<file path="config.mk">
export PLATFORM = sky130hd
export DESIGN_NAME = line_track_qualifier
export DESIGN_NICKNAME = d
export VERILOG_FILES = /design/src/hdl/ltq_pkg.sv /design/src/hdl/ltq_cfg.sv /design/src/hdl/ltq_track.sv /design/src/hdl/ltq_shape.sv /design/src/hdl/line_track_qualifier.sv
export SDC_FILE = /design/constraint.sdc
export NUM_CORES = 1
export LEC_CHECK = 0
export BUFFER_PORTS_ARGS = -buffer_cell sky130_fd_sc_hd__buf_2
export CAP_MARGIN = 20
export CORE_MARGIN = 1.5
export CORE_UTILIZATION = 52
export DETAILED_ROUTE_END_ITERATION = 16
export GPL_TIMING_DRIVEN = 0
export HOLD_SLACK_MARGIN = 0.15
export PLACE_DENSITY_LB_ADDON = 0.08
export SLEW_MARGIN = 20
export SYNTH_ARGS = -nofsm -noshare
export SYNTH_HDL_FRONTEND = slang
export SYNTH_HIERARCHICAL = 1
export SYNTH_SLANG_ARGS = --single-unit
export TNS_END_PERCENT = 1
</file>
<file path="constraint.sdc">
create_clock -name clk -period 7.2 [get_ports clk]
set_input_delay 1.44 -clock clk [delete_from_list [all_inputs] [get_ports clk]]
set_output_delay 1.44 -clock clk [all_outputs]
set_load 0.005 [all_outputs]
</file>
<file path="src/hdl/ltq_pkg.sv">
package ltq_pkg;

  localparam int POS_BITS    = 10;
  localparam int SPAN_BITS   = 10;
  localparam int MARGIN_BITS = 9;
  localparam int LCONF_BITS  = 8;
  localparam int STREAK_BITS = 4;
  localparam int LOST_BITS   = 16;
  localparam int SIDE_BITS   = 2;
  localparam int SPOS_BITS   = 11;
  localparam int ADDR_BITS   = 5;
  localparam int DATA_BITS   = 32;

  typedef logic [POS_BITS-1:0]    pos_t;
  typedef logic [SPAN_BITS-1:0]   span_t;
  typedef logic [LOST_BITS-1:0]   lost_t;
  typedef logic [STREAK_BITS-1:0] streak_t;
  typedef logic [SIDE_BITS-1:0]   side_t;
  typedef logic [SPOS_BITS-1:0]   spos_t;

  localparam lost_t   LOST_MAX   = '1;
  localparam streak_t STREAK_MAX = '1;

  localparam pos_t POS_RST = pos_t'(60);

  localparam side_t SIDE_NONE  = 2'b00;
  localparam side_t SIDE_RIGHT = 2'b01;
  localparam side_t SIDE_LEFT  = 2'b11;

  localparam spos_t SPOS_NONE = '1;

  typedef enum logic [1:0] {
    CONF_UNRELIABLE = 2'd0,
    CONF_UNCERTAIN  = 2'd1,
    CONF_CERTAIN    = 2'd2
  } conf_t;

  typedef enum logic [1:0] {
    SHAPE_NONE  = 2'd0,
    SHAPE_T     = 2'd1,
    SHAPE_LEFT  = 2'd2,
    SHAPE_RIGHT = 2'd3
  } shape_kind_t;

  typedef enum logic [2:0] {
    REG_LINE_SPAN     = 3'd0,
    REG_EDGE_MARGIN   = 3'd1,
    REG_MAX_JUMP      = 3'd2,
    REG_LOST_CONFIRM  = 3'd3,
    REG_REACQ_CONFIRM = 3'd4,
    REG_MIN_THICKNESS = 3'd5,
    REG_DELTA_FLOOR   = 3'd6
  } reg_idx_t;

  typedef struct packed {
    span_t                  line_span;
    logic [MARGIN_BITS-1:0] edge_margin;
    pos_t                   max_jump;
    logic [LCONF_BITS-1:0]  lost_confirm;
    streak_t                reacquire_confirm;
    pos_t                   min_thickness;
    pos_t                   delta_floor;
  } cfg_t;

  typedef struct packed {
    logic point_found;
    pos_t point_x;
    logic detect_shapes;
    logic shape_found;
    pos_t shape_x;
    pos_t shape_y;
    pos_t shape_thickness;
  } item_t;

  typedef struct packed {
    conf_t confidence;
    pos_t  line_pos;
    logic  line_found;
    logic  measurement_valid;
    lost_t lost_frame_count;
    side_t last_side;
  } track_res_t;

  typedef struct packed {
    shape_kind_t kind;
    spos_t       pos_x;
    spos_t       pos_y;
  } shape_res_t;

  // span/6 as multiply by 683/4096; exact for spans up to 1023
  localparam int DIV6_MUL   = 683;
  localparam int DIV6_SHIFT = 12;
  localparam int DIV6_BITS  = SPAN_BITS + DIV6_SHIFT - 2;

  function automatic span_t div6(input span_t v);
    logic [DIV6_BITS-1:0] prod;
    prod = DIV6_BITS'(v) * DIV6_BITS'(DIV6_MUL);
    return span_t'(prod[DIV6_BITS-1:DIV6_SHIFT]);
  endfunction

endpackage

</file>
<file path="src/hdl/ltq_cfg.sv">
module ltq_cfg (
  input  logic                          clk,
  input  logic                          rst,
  input  logic                          psel,
  input  logic                          penable,
  input  logic                          pwrite,
  input  logic [ltq_pkg::ADDR_BITS-1:0] paddr,
  input  logic [ltq_pkg::DATA_BITS-1:0] pwdata,
  output logic [ltq_pkg::DATA_BITS-1:0] prdata,
  output ltq_pkg::cfg_t                 cfg
);
  import ltq_pkg::*;

  reg_idx_t idx;
  logic     wr;

  assign idx = reg_idx_t'(paddr[ADDR_BITS-1:2]);
  assign wr  = psel && penable && pwrite;

  always_ff @(posedge clk) begin
    if (rst) begin
      cfg.line_span         <= span_t'(120);
      cfg.edge_margin       <= MARGIN_BITS'(20);
      cfg.max_jump          <= pos_t'(40);
      cfg.lost_confirm      <= LCONF_BITS'(1);
      cfg.reacquire_confirm <= streak_t'(2);
      cfg.min_thickness     <= pos_t'(15);
      cfg.delta_floor       <= pos_t'(14);
    end else if (wr) begin
      unique case (idx)
        REG_LINE_SPAN:     cfg.line_span         <= pwdata[SPAN_BITS-1:0];
        REG_EDGE_MARGIN:   cfg.edge_margin       <= pwdata[MARGIN_BITS-1:0];
        REG_MAX_JUMP:      cfg.max_jump          <= pwdata[POS_BITS-1:0];
        REG_LOST_CONFIRM:  cfg.lost_confirm      <= pwdata[LCONF_BITS-1:0];
        REG_REACQ_CONFIRM: cfg.reacquire_confirm <= pwdata[STREAK_BITS-1:0];
        REG_MIN_THICKNESS: cfg.min_thickness     <= pwdata[POS_BITS-1:0];
        REG_DELTA_FLOOR:   cfg.delta_floor       <= pwdata[POS_BITS-1:0];
        default: ;
      endcase
    end
  end

  always_comb begin
    unique case (idx)
      REG_LINE_SPAN:     prdata = DATA_BITS'(cfg.line_span);
      REG_EDGE_MARGIN:   prdata = DATA_BITS'(cfg.edge_margin);
      REG_MAX_JUMP:      prdata = DATA_BITS'(cfg.max_jump);
      REG_LOST_CONFIRM:  prdata = DATA_BITS'(cfg.lost_confirm);
      REG_REACQ_CONFIRM: prdata = DATA_BITS'(cfg.reacquire_confirm);
      REG_MIN_THICKNESS: prdata = DATA_BITS'(cfg.min_thickness);
      REG_DELTA_FLOOR:   prdata = DATA_BITS'(cfg.delta_floor);
      default:           prdata = '0;
    endcase
  end

endmodule

</file>
<file path="src/hdl/ltq_track.sv">
module ltq_track (
  input  logic                clk,
  input  logic                rst,
  input  logic                step,
  input  ltq_pkg::cfg_t       cfg,
  input  logic                point_found,
  input  ltq_pkg::pos_t       point_x,
  output ltq_pkg::track_res_t res
);
  import ltq_pkg::*;

  logic    track_found, track_found_next;
  logic    smooth_hist, smooth_hist_next;
  logic    raw_hist, raw_hist_next;
  logic    valid_flag, valid_flag_next;
  pos_t    smoothed_pos, smoothed_pos_next;
  pos_t    prev_raw, prev_raw_next;
  streak_t reacq, reacq_next;
  lost_t   lost, lost_next;
  side_t   side, side_next;

  logic                 safe, jump, accept, lost_hit;
  lost_t                lost_inc;
  streak_t              streak;
  pos_t                 diff, centre;
  logic [POS_BITS+1:0]  sum;
  logic [SPAN_BITS+1:0] safe_hi;
  conf_t                conf;

  assign lost_inc = (lost == LOST_MAX) ? lost : lost + lost_t'(1);
  assign lost_hit = lost_inc >= LOST_BITS'(cfg.lost_confirm);
  assign diff     = (point_x > prev_raw) ? point_x - prev_raw : prev_raw - point_x;
  assign jump     = raw_hist && (diff > cfg.max_jump);
  // margin < x < span-1-margin, rearranged to stay unsigned
  assign safe_hi  = (SPAN_BITS+2)'(point_x) + (SPAN_BITS+2)'(cfg.edge_margin) + 1'b1;
  assign safe     = (point_x > POS_BITS'(cfg.edge_margin)) &&
                    (safe_hi < (SPAN_BITS+2)'(cfg.line_span));
  assign sum      = ((POS_BITS+2)'(point_x) << 1) + (POS_BITS+2)'(point_x)
                  + (POS_BITS+2)'(smoothed_pos) + (POS_BITS+2)'(2);
  assign centre   = pos_t'(cfg.line_span >> 1);

  always_comb begin
    track_found_next  = track_found;
    smooth_hist_next  = smooth_hist;
    raw_hist_next     = raw_hist;
    valid_flag_next   = valid_flag;
    smoothed_pos_next = smoothed_pos;
    prev_raw_next     = prev_raw;
    reacq_next        = reacq;
    lost_next         = lost;
    side_next         = side;
    conf              = CONF_UNRELIABLE;
    accept            = 1'b0;
    streak            = '0;

    if (!point_found) begin
      valid_flag_next = 1'b0;
      reacq_next      = '0;
      lost_next       = lost_inc;
      if (lost_hit) track_found_next = 1'b0;
    end else begin
      prev_raw_next = point_x;
      raw_hist_next = 1'b1;
      if (!track_found) begin
        streak     = safe ? ((reacq == STREAK_MAX) ? reacq : reacq + streak_t'(1)) : '0;
        reacq_next = streak;
        if (streak >= cfg.reacquire_confirm) begin
          accept = 1'b1;
        end else begin
          valid_flag_next = 1'b0;
          lost_next       = lost_inc;
          conf            = CONF_UNCERTAIN;
        end
      end else begin
        reacq_next = '0;
        if (jump) begin
          valid_flag_next = 1'b0;
          lost_next       = lost_inc;
          if (lost_hit) begin
            track_found_next = 1'b0;
          end else begin
            conf = CONF_UNCERTAIN;
          end
        end else begin
          accept = 1'b1;
        end
      end
    end

    if (accept) begin
      smooth_hist_next  = 1'b1;
      smoothed_pos_next = smooth_hist ? sum[POS_BITS+1:2] : point_x;
      if (smoothed_pos_next < centre) begin
        side_next = SIDE_LEFT;
      end else if (smoothed_pos_next > centre) begin
        side_next = SIDE_RIGHT;
      end
      valid_flag_next  = 1'b1;
      lost_next        = '0;
      track_found_next = 1'b1;
      conf             = CONF_CERTAIN;
    end
  end

  always_ff @(posedge clk) begin
    if (rst) begin
      track_found  <= 1'b0;
      smooth_hist  <= 1'b0;
      raw_hist     <= 1'b0;
      valid_flag   <= 1'b0;
      smoothed_pos <= POS_RST;
      prev_raw     <= POS_RST;
      reacq        <= '0;
      lost         <= '0;
      side         <= SIDE_NONE;
    end else if (step) begin
      track_found  <= track_found_next;
      smooth_hist  <= smooth_hist_next;
      raw_hist     <= raw_hist_next;
      valid_flag   <= valid_flag_next;
      smoothed_pos <= smoothed_pos_next;
      prev_raw     <= prev_raw_next;
      reacq        <= reacq_next;
      lost         <= lost_next;
      side         <= side_next;
    end
  end

  assign res.confidence        = conf;
  assign res.line_pos          = smoothed_pos_next;
  assign res.line_found        = track_found_next;
  assign res.measurement_valid = valid_flag_next;
  assign res.lost_frame_count  = lost_next;
  assign res.last_side         = side_next;

endmodule

</file>
<file path="src/hdl/ltq_shape.sv">
module ltq_shape (
  input  ltq_pkg::cfg_t       cfg,
  input  ltq_pkg::item_t      item,
  input  ltq_pkg::conf_t      conf,
  output ltq_pkg::shape_res_t res
);
  import ltq_pkg::*;

  span_t sixth, limit;
  pos_t  delta;
  logic  take;

  assign sixth = div6(cfg.line_span);
  assign limit = (SPAN_BITS'(cfg.delta_floor) > sixth) ? SPAN_BITS'(cfg.delta_floor) : sixth;
  assign delta = (item.shape_x > item.point_x) ? item.shape_x - item.point_x
                                               : item.point_x - item.shape_x;
  assign take  = item.detect_shapes && item.shape_found && item.point_found &&
                 (conf == CONF_CERTAIN) && (item.shape_thickness >= cfg.min_thickness);

  always_comb begin
    res.kind  = SHAPE_NONE;
    res.pos_x = SPOS_NONE;
    res.pos_y = SPOS_NONE;
    if (take) begin
      res.pos_y = SPOS_BITS'(item.shape_y);
      if (SPAN_BITS'(delta) <= limit) begin
        res.kind  = SHAPE_T;
        res.pos_x = SPOS_BITS'(item.shape_x);
      end else begin
        res.kind  = (item.shape_x < item.point_x) ? SHAPE_LEFT : SHAPE_RIGHT;
        res.pos_x = SPOS_BITS'(item.point_x);
      end
    end
  end

endmodule

</file>
<file path="src/hdl/line_track_qualifier.sv">
// channel | direction | handshake          | payload
// in      | input     | in_valid/in_ready   | point_found, point_x, detect_shapes, shape_found,
//         |           |                     | shape_x, shape_y, shape_thickness
// out     | output    | out_valid/out_ready | confidence, line_pos, line_found, measurement_valid,
//         |           |                     | lost_frame_count, last_side, shape_kind,
//         |           |                     | shape_pos_x, shape_pos_y
// cfg     | APB       | psel/penable/pready | paddr, pwdata, prdata
//
// Result word passes through the input register, then the result register.
// One word per cycle sustained while out_ready stays high; track state updates in the same cycle the word
// moves from the input register into the result register.
// Synchronous active-high reset restores the register defaults and the track state.
// A stalled output holds its word; the input register keeps one more word meanwhile.
module line_track_qualifier (
  input  logic                          clk,
  input  logic                          rst,

  input  logic                          in_valid,
  output logic                          in_ready,
  input  logic                          point_found,
  input  ltq_pkg::pos_t                 point_x,
  input  logic                          detect_shapes,
  input  logic                          shape_found,
  input  ltq_pkg::pos_t                 shape_x,
  input  ltq_pkg::pos_t                 shape_y,
  input  ltq_pkg::pos_t                 shape_thickness,

  output logic                          out_valid,
  input  logic                          out_ready,
  output logic [1:0]                    confidence,
  output ltq_pkg::pos_t                 line_pos,
  output logic                          line_found,
  output logic                          measurement_valid,
  output ltq_pkg::lost_t                lost_frame_count,
  output ltq_pkg::side_t                last_side,
  output logic [1:0]                    shape_kind,
  output ltq_pkg::spos_t                shape_pos_x,
  output ltq_pkg::spos_t                shape_pos_y,

  input  logic                          psel,
  input  logic                          penable,
  input  logic                          pwrite,
  input  logic [ltq_pkg::ADDR_BITS-1:0] paddr,
  input  logic [ltq_pkg::DATA_BITS-1:0] pwdata,
  output logic [ltq_pkg::DATA_BITS-1:0] prdata,
  output logic                          pready
);
  import ltq_pkg::*;

  cfg_t       cfg;
  item_t      item;
  logic       item_valid;
  logic       advance;
  track_res_t trk;
  shape_res_t shp;

  assign pready   = 1'b1;
  assign advance  = item_valid && (!out_valid || out_ready);
  assign in_ready = !item_valid || advance;

  ltq_cfg u_cfg (
    .clk     (clk),
    .rst     (rst),
    .psel    (psel),
    .penable (penable),
    .pwrite  (pwrite),
    .paddr   (paddr),
    .pwdata  (pwdata),
    .prdata  (prdata),
    .cfg     (cfg)
  );

  ltq_track u_track (
    .clk         (clk),
    .rst         (rst),
    .step        (advance),
    .cfg         (cfg),
    .point_found (item.point_found),
    .point_x     (item.point_x),
    .res         (trk)
  );

  ltq_shape u_shape (
    .cfg  (cfg),
    .item (item),
    .conf (trk.confidence),
    .res  (shp)
  );

  always_ff @(posedge clk) begin
    if (rst) begin
      item_valid <= 1'b0;
    end else if (in_ready) begin
      item_valid <= in_valid;
    end
  end

  always_ff @(posedge clk) begin
    if (in_valid && in_ready) begin
      item.point_found     <= point_found;
      item.point_x         <= point_x;
      item.detect_shapes   <= detect_shapes;
      item.shape_found     <= shape_found;
      item.shape_x         <= shape_x;
      item.shape_y         <= shape_y;
      item.shape_thickness <= shape_thickness;
    end
  end

  always_ff @(posedge clk) begin
    if (rst) begin
      out_valid <= 1'b0;
    end else if (advance) begin
      out_valid <= 1'b1;
    end else if (out_ready) begin
      out_valid <= 1'b0;
    end
  end

  always_ff @(posedge clk) begin
    if (advance) begin
      confidence        <= trk.confidence;
      line_pos          <= trk.line_pos;
      line_found        <= trk.line_found;
      measurement_valid <= trk.measurement_valid;
      lost_frame_count  <= trk.lost_frame_count;
      last_side         <= trk.last_side;
      shape_kind        <= shp.kind;
      shape_pos_x       <= shp.pos_x;
      shape_pos_y       <= shp.pos_y;
    end
  end

endmodule
</file>
==> flow_metrics.env <==
export IMPL_track_usage=0.265
export IMPL_crit_top_cell="ha_4"
export IMPL_power_density_nw_per_um2=182
export IMPL_grt_antenna_before_repair=0
export IMPL_crit_path_max_fanout=6
export IMPL_worst_setup_hold_path_clk_slew_ns=0.06
export IMPL_drc_errors=0
export IMPL_worst_path_largest_cell_delay_ns=0.55
export IMPL_drt_initial_drc_count=1025
export IMPL_power_mw=3.34
export IMPL_setup_worst_path_end="shape_pos_x[0]"
export IMPL_firstDrtPassIters=5
export IMPL_synth_area_mux_share=0.0738
export IMPL_clock_skew_final_ns=0.0264
export IMPL_hp_class="reg -> reg"
export IMPL_setup_viol=0
export IMPL_layout_common_cells="ha_1, inv_1, buf_2"
export IMPL_grt_first_pass_wirelength_um=64300
export IMPL_cts_hold_buffers_added=0
export IMPL_irDropWorstVdd_mv=0.204
export IMPL_drv_cap=0
export IMPL_gr_ovfl_total=0
export IMPL_rows=63
export IMPL_slew_violations=0
export IMPL_grt_setup_unrepaired="true"
export IMPL_tns_ns=0
export IMPL_seq_area_frac_synth=0.330
export IMPL_status="complete, no violations"
export IMPL_final_min_clock_period_ns=7.05
export IMPL_cts_tree="done"
export IMPL_boundaryPins=178
export IMPL_pin_slew_with_the_least_headroom_to_its_limit_ns=0.805
export IMPL_setup_reg_to_reg_worst_slack_ns=0.15
export IMPL_flow_area_growth_from_synthesis_pct=17.5
export IMPL_worst_r2r_cell_count=29
export IMPL_critPathCaptureType="register"
export IMPL_vias_per_cell=5.64
export IMPL_synth_fa_ha_area_frac=0.204
export IMPL_synth_seq_cells=207
export IMPL_dominantRegCellSynth="dfxtp_1"
export IMPL_finalWirelength_um=42100
export IMPL_clock_root_buffer="clkbuf_16"
export IMPL_async_reset_ff_frac=0
export IMPL_crit_path_launch="u_cfg/cfg[55]"
export IMPL_port_buffers=129
export IMPL_post_route_cells_drive_above_1_share=0.202
export IMPL_clock_sink_count=207
export IMPL_cp_data_arrival_time_ns=7.32
export IMPL_min_delay_start="u_track/side[0]"
export IMPL_final_area_um2=18300
export IMPL_total_leakage_power_nw=8.16
export IMPL_clock_insertion_delay_worst_skew_ns=0.55
export IMPL_final_common_cell="ha_1"
export IMPL_internal_power_mw=2.33
export IMPL_place_congestion=0.932
export IMPL_nFillCells=2528
export IMPL_power_frac_comb=0.241
export IMPL_synth_cells=1608
export IMPL_finish_net_count=2141
export IMPL_clock_power_share=0.373
export IMPL_route_vias_total=12600
export IMPL_avg_cell_area_syn_um2=9.68
export IMPL_cp_start_kind="register"
export IMPL_place_area_um2=16800
export IMPL_detailed_place_hpwl_um=31100
export IMPL_die_width_um=176
export IMPL_crit_slowest_cell="fa_1"
export IMPL_vias_in_the_first_global_route=11900
export IMPL_synth_edff_count=99
export IMPL_cts_htree_levels=1
export IMPL_full_die_area_um2=31000
export IMPL_postLayoutCoreUtil=0.619
export IMPL_power_switching_mw=1.01
export IMPL_yosys_warnings=6
export IMPL_routedWlPerCell_um=18.9
export IMPL_cts_max_path_buffers=3
export IMPL_r2r_end="shape_pos_x[0]"
export IMPL_max_freq_mhz=142
export IMPL_ys_types=101
export IMPL_core_area_um2=29600
export IMPL_worstReg2RegStart="u_cfg/cfg[55]"
export IMPL_grt_max_degree=58
export IMPL_diodes=0
export IMPL_crit_required_ns=7.46
export IMPL_mappedNetlistArea_um2=15600
export IMPL_final_ant_viol_nets=0
export IMPL_final_hold_violation_count=0
export IMPL_fp_dieH_um=176
export IMPL_share_of_the_synthesized_area_in_compound_gates_ao_oa_aoi_oai=0.141
export IMPL_synth_top_family_by_area="adder cells"
export IMPL_slew_headroom=0.459
export IMPL_seq_power_share=0.387
export IMPL_cts_buffers_inserted=25
export IMPL_final_period_utilization=0.979
export IMPL_xor_xnor_portion_of_the_synthesized_cell_area=0.0287
export IMPL_start_util=0.527
export IMPL_synthSimpleGateAreaFrac=0.148
export IMPL_timing_worst_setup_path_type="reg -> reg"
export IMPL_swShare=0.303
==> power by group through the flow <==
| stage | Sequential (mW) | Clock [mW] | Combinational, mW |
|---|---|---|---|
| 2_1_floorplan | 1.31 | 0 | 0.512 |
| 3_3_place_gp | 1.32 | 0 | 0.670 |
| 3_5_place_dp | 1.32 | 0 | 0.689 |
| 4_1_cts | 1.29 | 1.26 | 0.739 |
| 5_1_grt | 1.29 | 1.31 | 0.883 |
| 6_report | 1.29 | 1.24 | 0.804 |
==> how the worst min path moves through the flow <==
| stage | cells after the start | to | slack (ns) |
|---|---|---|---|
| after floorplan | 2 | u_track/side[0] | 0.43 |
| after global placement | 2 | u_track/side[0] | 0.44 |
| after detailed placement | 2 | u_track/side[0] | 0.45 |
| after CTS | 2 | u_track/side[0] | 0.46 |
| after global routing | 2 | u_track/side[0] | 0.48 |
| final | 2 | u_track/side[0] | 0.46 |
==> worst max-delay path: cells and delay by family (launching register included) <==
family,cells,cell delay (ns)
compound gates,9,1.43
xor+xnor,1,0.13
fa+ha+maj,8,2.77
buf+inv,5,0.61
flops,1,0.39
simple gates,6,1.41
==> Yosys cell counts, types with 4 or more instances <==
| cell type | number | area [um2] |
|---|---|---|
| and3_1 | 10 | 62.6 |
| fa_1 | 35 | 701 |
| a31oi_1 | 13 | 81.3 |
| ha_1 | 198 | 2480 |
| nand3b_1 | 7 | 52.6 |
| nand4_1 | 21 | 131 |
| a21oi_1 | 81 | 405 |
| clkbuf_1 | 28 | 105 |
| o21ai_1 | 5 | 25.0 |
| a221oi_1 | 12 | 105 |
| o21a_1 | 5 | 37.5 |
| buf_6 | 4 | 45.0 |
| o32ai_1 | 10 | 87.6 |
| mux2i_1 | 92 | 921 |
| xor2_1 | 26 | 228 |
| dfxtp_1 | 108 | 2160 |
| edfxtp_1 | 99 | 2970 |
| o22ai_1 | 4 | 25.0 |
| xnor2_1 | 25 | 219 |
| nor2b_1 | 16 | 100 |
| buf_2 | 20 | 100 |
| a21o_1 | 34 | 255 |
| inv_1 | 169 | 634 |
| mux2_2 | 18 | 203 |
| nor2_1 | 106 | 398 |
| nor3_1 | 11 | 55.1 |
| and4_1 | 7 | 61.3 |
| o211ai_1 | 21 | 158 |
| o21bai_1 | 10 | 75.1 |
| buf_4 | 31 | 233 |
| and2_1 | 6 | 37.5 |
| o21ai_0 | 55 | 275 |
| nor3b_1 | 6 | 45.0 |
| or3_1 | 4 | 25.0 |
| nand2_1 | 67 | 251 |
| a211oi_1 | 11 | 82.6 |
| nand3_1 | 50 | 250 |
| nand2b_1 | 81 | 507 |
| a211o_1 | 13 | 114 |
==> per-stage QoR <==
step	std cells	setup slack (ns)	hold slack, ns
floorplan	1629	0.355	0.431
global placement	2148	-0.565	0.445
detailed placement	2148	-0.711	0.449
CTS	2200	-0.00978	0.458
global route	2230	-0.0973	0.480
finish	2230	0.148	0.456
==> per-layer routing <==
| layer | routed length [um] | up-vias | share of wire | global-route usage |
|---|---|---|---|---|
| met2 | 19200 | 421 | 0.46 | 0.432 |
| met4 | 938 | 0 | 0.022 | 0.0634 |
| met3 | 2740 | 60 | 0.065 | 0.0394 |
| li1 | - | 6097 | - | - |
| met1 | 19200 | 5992 | 0.46 | 0.371 |
| met5 | 0 | - | 0 | 0 |
==> flip-flops by register name (all words and copies together) (netlist names), 2 cells and up <==
name                  cells
confidence                2
item                     43
last_side                 2
line_pos                 10
lost_frame_count         16
shape_kind                2
shape_pos_x              11
shape_pos_y              11
u_cfg/cfg                61
u_track/lost             16
u_track/prev_raw         10
u_track/reacq             4
u_track/side              2
u_track/smoothed_pos     10
==> repair_timing <==
action,4_1_cts,5_1_grt
setup endpoints to repair,23,23
gates cloned,1,0
buffers inserted,5,30
pin swaps,5,35
gates resized for setup,43,41
==> cells by family (layout without fill, tap and decap cells) <==
group                    after synthesis  after routing
AND/OR/NAND/NOR                      424            424
AO/OA/AOI/OAI                        322            323
buffers and inverters                257            467
adder cells (fa/ha/maj)              233            233
flip-flops                           207            207
multiplexers                         112            112
XOR/XNOR                              51             51
other                                  2             23
==> final cells by class <==
type                            instances  area (um2)  share of cell area
Tap cell                              390         488              0.0267
Sequential cell                       207        5170               0.282
Clock inverter                         20         176             0.00964
Inverter                              171         642              0.0351
Clock buffer                           26         629              0.0344
Multi-Input combinational cell       1166        9770               0.534
Timing Repair Buffer                  164         920              0.0502
Buffer                                 86         513              0.0280
No activity file was read; power rests on OpenSTA's default activity.
